File: config.mk
export PLATFORM = sky130hd
export DESIGN_NAME = sorted_list_insert_remove_flat
export DESIGN_NICKNAME = d
export VERILOG_FILES = /design/src/rtl/core/slri_pkg.sv /design/src/rtl/core/slri_if.sv /design/src/rtl/core/slri_cell.sv /design/src/rtl/core/sorted_list_insert_remove.sv /design/src/flat_wrapper.sv
export SDC_FILE = /design/constraint.sdc
export NUM_CORES = 2
export LEC_CHECK = 0
export BUFFER_PORTS_ARGS = -buffer_cell sky130_fd_sc_hd__buf_2
export CORE_MARGIN = 3
export CORE_UTILIZATION = 70
export CTS_BUF_LIST = sky130_fd_sc_hd__clkbuf_8 sky130_fd_sc_hd__clkbuf_16
export CTS_CLUSTER_SIZE = 28
export DETAILED_ROUTE_END_ITERATION = 10
export GPL_TIMING_DRIVEN = 0
export PLACE_DENSITY_LB_ADDON = 0.05
export RECOVER_POWER = 100
export SYNTH_ARGS = -nofsm -noshare
export SYNTH_HDL_FRONTEND = slang
export SYNTH_SLANG_ARGS = --single-unit
File: constraint.sdc
create_clock -name clk -period 6.2 [get_ports clk]
set_clock_uncertainty 0.05 [all_clocks]
set_input_delay 0.31 -clock clk [delete_from_list [all_inputs] [get_ports clk]]
set_output_delay 0.31 -clock clk [all_outputs]
set_load 0.01 [all_outputs]
File: src/rtl/core/slri_pkg.sv
// Package for the sorted list block: field widths, command codes and the
// cell control struct. No dependencies.
package slri_pkg;

  localparam int VALUE_W = 32;
  localparam int COUNT_W = 5;

  localparam logic CMD_INSERT = 1'b0;
  localparam logic CMD_REMOVE = 1'b1;

  typedef struct packed {
    logic cmp;   // compare all cells against the incoming value
    logic ins;   // shift right from the insert point, load the value
    logic rm;    // shift left from the matching entry
  } slri_ctrl_t;

endpackage

File: src/rtl/core/slri_if.sv
// Valid/ready channel interfaces for command and result transactions.
// Depends on slri_pkg.
interface slri_in_if;
  import slri_pkg::*;
  logic                      valid;
  logic                      ready;
  logic                      cmd;
  logic signed [VALUE_W-1:0] value;
  modport source (output valid, output cmd, output value, input ready);
  modport sink (input valid, input cmd, input value, output ready);
endinterface

interface slri_out_if;
  import slri_pkg::*;
  logic               valid;
  logic               ready;
  logic               ok;
  logic [COUNT_W-1:0] count;
  modport source (output valid, output ok, output count, input ready);
  modport sink (input valid, input ok, input count, output ready);
endinterface

File: src/rtl/core/slri_cell.sv
// One slot of the sorted chain: holds an entry and its valid bit, compares
// against a command value, shifts with its neighbors. Depends on slri_pkg.
module slri_cell (
  input  logic                               clk,
  input  logic                               rst_n,
  input  slri_pkg::slri_ctrl_t               ctrl,
  input  logic signed [slri_pkg::VALUE_W-1:0] cmp_value,
  input  logic signed [slri_pkg::VALUE_W-1:0] ins_value,
  input  logic                               left_less_now,
  input  logic                               left_less_r,
  input  logic signed [slri_pkg::VALUE_W-1:0] left_entry,
  input  logic                               left_valid,
  input  logic signed [slri_pkg::VALUE_W-1:0] right_entry,
  input  logic                               right_valid,
  output logic                               less_now,
  output logic                               less_q,
  output logic                               hit_q,
  output logic signed [slri_pkg::VALUE_W-1:0] entry,
  output logic                               valid
);
  import slri_pkg::*;

  logic signed [VALUE_W-1:0] entry_r, entry_nxt;
  logic                      valid_r, valid_nxt;
  logic                      less_r, hit_r;
  logic                      hit_now;

  assign less_now = valid_r && (entry_r < cmp_value);
  assign hit_now  = valid_r && !less_now && left_less_now && (entry_r == cmp_value);

  always_comb begin
    entry_nxt = entry_r;
    valid_nxt = valid_r;
    if (ctrl.ins && !less_r) begin
      if (left_less_r) begin
        entry_nxt = ins_value;
        valid_nxt = 1'b1;
      end else begin
        entry_nxt = left_entry;
        valid_nxt = left_valid;
      end
    end else if (ctrl.rm && !less_r) begin
      entry_nxt = right_entry;
      valid_nxt = right_valid;
    end
  end

  always_ff @(posedge clk) begin
    entry_r <= entry_nxt;
    if (!rst_n) begin
      valid_r <= 1'b0;
      less_r  <= 1'b0;
      hit_r   <= 1'b0;
    end else begin
      valid_r <= valid_nxt;
      if (ctrl.cmp) begin
        less_r <= less_now;
        hit_r  <= hit_now;
      end
    end
  end

  assign less_q = less_r;
  assign hit_q  = hit_r;
  assign entry  = entry_r;
  assign valid  = valid_r;

endmodule

File: src/rtl/core/sorted_list_insert_remove.sv
// Top level of the sorted list: a chain of slri_cell slots plus the command
// sequencer and result register. Depends on slri_pkg, slri_if, slri_cell.
//
//   channel   dir   payload          handshake
//   in_if     in    cmd, value       valid/ready
//   out_if    out   ok, count        valid/ready
//
// Each command is handled in order: the accept cycle registers the compare flags of
// every cell, then the apply state shifts the chain and loads the result register.
// A new command is accepted on the cycle after the shift.
// If a previous result is still unclaimed, the shift cycle waits for out ready.
// Synchronous active-low reset empties the list; entry data is not cleared.
module sorted_list_insert_remove #(
  parameter int CAPACITY = 16
) (
  input  logic       clk,
  input  logic       rst_n,
  slri_in_if.sink    in_if,
  slri_out_if.source out_if
);
  import slri_pkg::*;

  localparam int CW = $clog2(CAPACITY + 1);
  localparam logic ST_IDLE  = 1'b0;
  localparam logic ST_APPLY = 1'b1;

  logic                      state_r, state_nxt;
  logic                      cmd_r;
  logic signed [VALUE_W-1:0] value_r;
  logic [CW-1:0]             count_r;
  logic                      ok_r;
  logic                      out_valid_r;
  logic                      accept, apply, full, found;
  slri_ctrl_t                ctrl;

  logic signed [VALUE_W-1:0] entry [CAPACITY];
  logic [CAPACITY-1:0]       valid, less_now, less_q, hit_q;

  assign accept = in_if.valid && in_if.ready;
  assign apply  = (state_r == ST_APPLY) && (!out_valid_r || out_if.ready);
  assign full   = (count_r == CW'(CAPACITY));
  assign found  = |hit_q;

  assign ctrl.cmp = accept;
  assign ctrl.ins = apply && (cmd_r == CMD_INSERT) && !full;
  assign ctrl.rm  = apply && (cmd_r == CMD_REMOVE) && found;

  for (genvar i = 0; i < CAPACITY; i++) begin : g_cell
    logic                      l_less_now, l_less_r, l_valid, r_valid;
    logic signed [VALUE_W-1:0] l_entry, r_entry;

    if (i == 0) begin : g_first
      assign l_less_now = 1'b1;
      assign l_less_r   = 1'b1;
      assign l_entry    = '0;
      assign l_valid    = 1'b0;
    end else begin : g_mid
      assign l_less_now = less_now[i-1];
      assign l_less_r   = less_q[i-1];
      assign l_entry    = entry[i-1];
      assign l_valid    = valid[i-1];
    end

    if (i == CAPACITY - 1) begin : g_last
      assign r_entry = '0;
      assign r_valid = 1'b0;
    end else begin : g_inner
      assign r_entry = entry[i+1];
      assign r_valid = valid[i+1];
    end

    slri_cell u_cell (
      .clk          (clk),
      .rst_n        (rst_n),
      .ctrl         (ctrl),
      .cmp_value    (in_if.value),
      .ins_value    (value_r),
      .left_less_now(l_less_now),
      .left_less_r  (l_less_r),
      .left_entry   (l_entry),
      .left_valid   (l_valid),
      .right_entry  (r_entry),
      .right_valid  (r_valid),
      .less_now     (less_now[i]),
      .less_q       (less_q[i]),
      .hit_q        (hit_q[i]),
      .entry        (entry[i]),
      .valid        (valid[i])
    );
  end

  always_comb begin
    state_nxt = state_r;
    case (state_r)
      ST_IDLE:  if (accept) state_nxt = ST_APPLY;
      ST_APPLY: if (apply) state_nxt = ST_IDLE;
      default:  state_nxt = ST_IDLE;
    endcase
  end

  always_ff @(posedge clk) begin
    if (accept) begin
      cmd_r   <= in_if.cmd;
      value_r <= in_if.value;
    end
    if (apply) ok_r <= ctrl.ins || ctrl.rm;
    if (!rst_n) begin
      state_r     <= ST_IDLE;
      count_r     <= '0;
      out_valid_r <= 1'b0;
    end else begin
      state_r <= state_nxt;
      if (ctrl.ins) count_r <= count_r + CW'(1);
      else if (ctrl.rm) count_r <= count_r - CW'(1);
      if (apply) out_valid_r <= 1'b1;
      else if (out_if.ready) out_valid_r <= 1'b0;
    end
  end

  assign in_if.ready  = (state_r == ST_IDLE);
  assign out_if.valid = out_valid_r;
  assign out_if.ok    = ok_r;
  assign out_if.count = COUNT_W'(count_r);

endmodule

File: src/flat_wrapper.sv
// flat-port wrapper written by rule: the top's interface ports become plain ports
module sorted_list_insert_remove_flat import slri_pkg::*;
#(
  parameter int CAPACITY = 16
)
  (clk, rst_n, in_if_valid, in_if_cmd, in_if_value, in_if_ready, out_if_valid, out_if_ok, out_if_count, out_if_ready);
  slri_in_if in_if_i ();
  slri_out_if out_if_i ();
  input  logic clk;
  input  logic rst_n;
  input wire logic [$bits(in_if_i.valid)-1:0] in_if_valid;
  input wire logic [$bits(in_if_i.cmd)-1:0] in_if_cmd;
  input wire logic [$bits(in_if_i.value)-1:0] in_if_value;
  output wire logic [$bits(in_if_i.ready)-1:0] in_if_ready;
  output wire logic [$bits(out_if_i.valid)-1:0] out_if_valid;
  output wire logic [$bits(out_if_i.ok)-1:0] out_if_ok;
  output wire logic [$bits(out_if_i.count)-1:0] out_if_count;
  input wire logic [$bits(out_if_i.ready)-1:0] out_if_ready;
  assign in_if_i.valid = in_if_valid;
  assign in_if_i.cmd = in_if_cmd;
  assign in_if_i.value = in_if_value;
  assign in_if_ready = in_if_i.ready;
  assign out_if_valid = out_if_i.valid;
  assign out_if_ok = out_if_i.ok;
  assign out_if_count = out_if_i.count;
  assign out_if_i.ready = out_if_ready;
  sorted_list_insert_remove #(.CAPACITY(CAPACITY)) u_core (.clk(clk), .rst_n(rst_n), .in_if(in_if_i), .out_if(out_if_i));
endmodule
# ---- After elaboration in Yosys (flattened, before gate mapping)
# Cells that the tools add are included.
dict set report word_totals {
  regBits 601
  output_inout_bits 8
  elab_cells 364
}
dict set report classes {
  eq_ne 17
  muxes 101
  order_cmp 16
  bitwise_logic 2
  n_addsub 2
  n_reduce_logical 156
}
# op n
set op_table {}
lappend op_table {{32-bit 2-to-1 mux} 47}
lappend op_table {{32-bit == test} 16}
lappend op_table {{32-bit < comparator} 16}
lappend op_table {{1-bit logical AND} 101}
lappend op_table {{1-bit 2-to-1 mux} 51}
lappend op_table {{2-bit nonzero test} 18}
lappend op_table {{1-bit zero test} 34}
lappend op_table {{16-bit OR reduction} 1}
lappend op_table {{5-bit 2-to-1 mux} 2}
lappend op_table {{5-bit by 1-bit adder with 5-bit output (second input constant)} 1}
lappend op_table {{5-bit == test (second input constant)} 1}
lappend op_table {{5-bit by 1-bit subtractor with 5-bit output (second input constant)} 1}
lappend op_table {{1-bit logical OR} 2}
lappend op_table {{1-bit inverter} 2}
lappend op_table {{1-bit case mux with 2 select lines} 1}

# ---- Logic depth before layout (Yosys ltp)
dict set report depth {
  ltp_word 8
  mapped_depth 13
  mapped_depth_nobuf 12
}

# ---- Cells and area by module
# Synthesis repeated with hierarchy kept, for this count alone.
dict set report hier_totals {
  cells_unflattened 4540
  area_unflattened_um2 42916.2
}
# module seq_area_each_um2 area_each_um2 cells_per_inst instances
set modules_own_cells {}
lappend modules_own_cells {slri_cell 1021.0 2588.7 278 16}
lappend modules_own_cells {sorted_list_insert_remove 1161.1 1496.4 92 1}

# ---- Worst setup path after synthesis
# Ideal clock, no wire load.
dict set report synth_path {
  path_type {register to register}
  start {register u_core.count_r[1], in the netlist u_core.out_if.count[1]}
  end {register u_core.g_cell[0].u_cell.valid_r}
  period_less_slack_ps 3409
  path_buffers 2
  required_ps 6077
  path_slack_ps 2791
  path_stages_with_launch 10
  arrival_time_ps 3286
  setup_time_ps 73
  cell_sequence {dfxtp_1 nor4_1 a211oi_2 inv_2 and2_1 clkbuf_1 clkbuf_1 nor2_1 o21ai_0 a21oi_1}
}
dict set report synth_between {
  elab_chain_len 5
  elab_cells_between_ends 6
  classes_between {1 x eq/ne; 1 x mux; 4 x reduce/logical}
}
# item line
set synth_lines {}
lappend synth_lines {{from (decl)} sorted_list_insert_remove.sv:30} ;# logic [CW-1:0] count_r;
lappend synth_lines {{from (signal assigned)} sorted_list_insert_remove.sv:113} ;# if (ctrl.ins) count_r <= count_r + CW'(1);
lappend synth_lines {{from (signal assigned)} sorted_list_insert_remove.sv:114} ;# else if (ctrl.rm) count_r <= count_r - CW'(1);
lappend synth_lines {{5-bit == test *} sorted_list_insert_remove.sv:41} ;# assign full = (count_r == CW'(CAPACITY));
lappend synth_lines {{1-bit zero test *} sorted_list_insert_remove.sv:45} ;# assign ctrl.ins = apply && (cmd_r == CMD_INSERT) && !full;
lappend synth_lines {{1-bit logical AND *} sorted_list_insert_remove.sv:45}
lappend synth_lines {{1-bit logical AND *} slri_cell.sv:34} ;# if (ctrl.ins && !less_r) begin
lappend synth_lines {{1-bit 2-to-1 mux or 2-bit nonzero test (tied branches)} n/a}
lappend synth_lines {{to (signal assigned)} slri_cell.sv:55} ;# valid_r <= valid_nxt;
lappend synth_lines {{to (decl)} slri_cell.sv:24} ;# logic valid_r, valid_nxt;
# Mark *: on every way between the ends. The rest lies on a longest branch, timed or not.
# A chain may end at the register's enable or synchronous reset.

# ---- Final worst setup path
dict set report layout_path {
  start {register u_core.count_r[0], in the netlist u_core.out_if.count[0]}
  end {register u_core.g_cell[13].u_cell.valid_r}
}
dict set report layout_between {
  elab_chain_len 5
  elab_cells_between_ends 6
  classes_between {1 x eq/ne; 1 x mux; 4 x reduce/logical}
}
# item line
set layout_lines {}
lappend layout_lines {{5-bit == test *} sorted_list_insert_remove.sv:41}
lappend layout_lines {{1-bit zero test *} sorted_list_insert_remove.sv:45}
lappend layout_lines {{1-bit logical AND *} sorted_list_insert_remove.sv:45}
lappend layout_lines {{1-bit logical AND *} slri_cell.sv:34}
lappend layout_lines {{1-bit 2-to-1 mux or 2-bit nonzero test (tied branches)} n/a}
lappend layout_lines {{to (signal assigned)} slri_cell.sv:55}
lappend layout_lines {{to (decl)} slri_cell.sv:24}
# Marked as above.

==> results.yml <==
worst_setup_path:
  startpoint: "u_core.out_if.count[0]"
  worstReg2RegEnd: "u_core.g_cell[13].u_cell.valid"
  path_max_fanout: 33
  r2r-start: "u_core.out_if.count[0]"
  required_ns: 6.68
  r2r_cells: 9
  worst-r2r-setup-slack_ns: 0.80
  critPathKind: "flip-flop to flip-flop"
  endpoint_kind: "flip-flop"
  cp-start-kind: "flip-flop"
  cp.arrival_ns: 5.87
layout:
  nets: 4618
  diodes: 0
  utilization_pct: 77.77
  final_area_um2: 44020
  fin_cells: 4870
  area_delta_synth_final_pct: 9.438
  drive_above_1_share_pct: 3.816
pwr:
  p_sw_mw: 2.868
  pwr-share-clk_pct: 39.7
  ir_drop_uv: 259.5
  power_frac_seq_pct: 46.2
  leakage_nw: 16.04
  pwr-share-comb_pct: 14.2
  power_mw: 10.42
  swShare_pct: 27.53
  intPower_mw: 7.551
  powerDensity_nw_per_um2: 236.7
clock_network:
  cts.sinks: 601
  clockRootBuffer: "clkbuf_16"
  clockBufferDepth: 3
  path_clk_slew_ns: 0.06
  cts_tree: "done"
  cts_setup_buffers: 0
  htreeDepth: 3
  cts_buffers: 68
  clk_latency_ns: 0.61
yosys:
  synth_commonest_cells: "a21oi_1, nor2_1, edfxtp_1"
  syn-instance-count: 3914
  synth_top_cell_by_area: "edfxtp_1"
  netlist.area_leader.share_pct: 40.76
  seq_area_frac_synth_pct: 43.50
  synth-async-reset-ratio_pct: 0
  synth.cell_area_um2: 40220
  synth.most_common_cell: "a21oi_1"
  synth-seq-cells: 601
  avgSynthCellArea_um2: 10.28
  synth_cell_type_count: 66
  synthFlopType: "edfxtp_1"
  syn-num-nets: 4467
  synth_edf_count: 546
  yosys_warnings: 0
  synth_area_leaders: "edfxtp_1, ha_1, mux2i_1"
detailed_routing:
  ant_nets: 0
  drc_errors: 0
  dr_total_vias: 33182
  wl_mm: 120.2
  drt_first_pass_iters: 6
  detail_route.wl_per_cell_um: 24.68
  drt_iter0_drc: 3821
  viasPerCell: 6.814
floorplan:
  die_x_um: 245.7
  core.rowCount: 87
  die_h_um: 245.7
  ios: 45
  initial_core_util_pct: 71.06
  dieArea_um2: 60370
  core_um2: 56600
worst_hold_path:
  whs_endpoint: "u_core.g_cell[4].u_cell.less_q"
  worstHoldPathCells: 2
  hold_path.startpoint: "rst_n"
  hp-class: "input pin to flip-flop"
global_routing:
  grt_first_pass_wirelength_mm: 182.6
  antenna_found_initial: 3
  overflow: 0
  grt_pass1_vias: 32765
  track_usage_pct: 39.20
  grt_max_degree: 43
placed_design:
  dp_hpwl_mm: 92.00
  place_ws_ns: 1.169
  place_congestion: 0.9872
  place_area_um2: 41600
  dp_cells: 4717
  numPortBuffers: 43
job:
  cap_violations: 12
outcome:
  outcome: "finished with violations"
  violations: "max-capacitance violations, max-slew violations"
timing:
  fin_crit_sh_pct: 87.02
  fin_crit_ns: 5.395
  fmax_mhz: 185.4
  setup_slack_ns: 0.8050
  fin_setup_tns_ns: 0
  setup_viol: 0
  maxSlewViolCount: 408
  hold_slack_ns: 0.3625
  hold_viol_final: 0
  rsz0062_at_grt: "no"
  relSlewSlack_pct: -25.45
  worst_pin_slew_ns: 1.880
==> critical path, stage by stage, from the launching register on <==
cell	delay (ns)
dfxtp_1	0.40
nor4_1	0.20
a211oi_2	1.15
inv_1	0.68
and2_0	0.33
clkbuf_1	0.13
clkbuf_1	0.39
nor2_2	1.53
o211ai_1	0.22
a21oi_1	0.22
==> cell type report <==
type	instances	area, um2
Fill cell	3907	12580
Multi-Input combinational cell	3016	21640
Clock inverter	43	345.3
Tap cell	756	945.9
Sequential cell	601	17500
Inverter	85	319.1
Timing Repair Buffer	81	606.8
Clock buffer	76	1868
Buffer	212	799.5
==> cells in the final DEF, fill, tap and decap left out, types with 6 or more instances in the layout <==
| cell type | n |
|---|---|
| a211o_1 | 6 |
| a211oi_1 | 10 |
| a21o_1 | 52 |
| a21oi_1 | 666 |
| a221oi_1 | 13 |
| a31oi_1 | 9 |
| a32o_1 | 7 |
| and3_1 | 7 |
| and4_1 | 9 |
| buf_2 | 8 |
| bufinv_16 | 6 |
| clkbuf_1 | 245 |
| clkbuf_16 | 73 |
| clkinv_1 | 14 |
| clkinv_2 | 7 |
| dfxtp_1 | 55 |
| dlygate4sd3_1 | 34 |
| edfxtp_1 | 546 |
| ha_1 | 515 |
| inv_1 | 97 |
| mux2_2 | 31 |
| mux2i_1 | 490 |
| nand2_1 | 172 |
| nand2b_1 | 12 |
| nand3_1 | 46 |
| nand3b_1 | 6 |
| nand4_1 | 96 |
| nor2_1 | 567 |
| nor2_2 | 12 |
| nor2b_1 | 15 |
| nor3_1 | 24 |
| nor4_1 | 28 |
| o211ai_1 | 30 |
| o21a_1 | 11 |
| o21ai_0 | 90 |
==> kinds of logic after synthesis <==
| family | Yosys count | synth area share, % |
|---|---|---|
| simple gates | 1021 | 11.12 |
| mux | 523 | 13.12 |
| fa+ha+maj | 516 | 16.07 |
| buf+inv | 297 | 2.781 |
| flops | 601 | 43.50 |
| compound gates | 952 | 13.32 |
| xor+xnor | 4 | 0.08711 |
==> timing repair <==
item,in CTS,in global routing
hold endpoints to repair,34,0
gates resized for setup,0,0
endpoints found under the setup margin,0,0
hold buffers,34,0
==> how the worst max path moves through the flow <==
stage	to	slack (ns)
finish	u_core.g_cell[13].u_cell.valid	0.80
global route	u_core.g_cell[12].u_cell.valid	0.64
CTS	u_core.g_cell[13].u_cell.valid	1.18
detailed placement	u_core.out_if.count[4]	1.17
global placement	u_core.g_cell[1].u_cell.valid	0.21
floorplan	u_core.g_cell[0].u_cell.valid	2.79
==> registers in the layout, summed over array words and instances (netlist names), 5 cells and up <==
name and flops:
u_core.g_cell.u_cell.less_q 16, u_core.out_if.count 5, u_core.value_r 32, u_core.g_cell.u_cell.entry 512
u_core.g_cell.u_cell.hit_q 16, u_core.g_cell.u_cell.valid 16
==> per-layer routing <==
metal  global-route usage, %  share of wire (%)  vias up
li1                        -                  -    15062
met1                   54.71                 41    15952
met2                   61.67                 45     1872
met3                   6.313                 10      290
met4                   15.46                4.0        6
met5                       0              0.036        -
==> power by group through the flow <==
stage                     clock network [mW]  registers, mW  logic, mW
after global placement                     0           4.89       1.32
after floorplan                            0           4.82      0.965
after detailed placement                   0           4.88       1.41
after global routing                    4.25           4.82       1.62
after CTS                               4.12           4.80       1.44
final                                   4.13           4.81       1.48
Note: power is estimated with default switching activity, not from simulation.
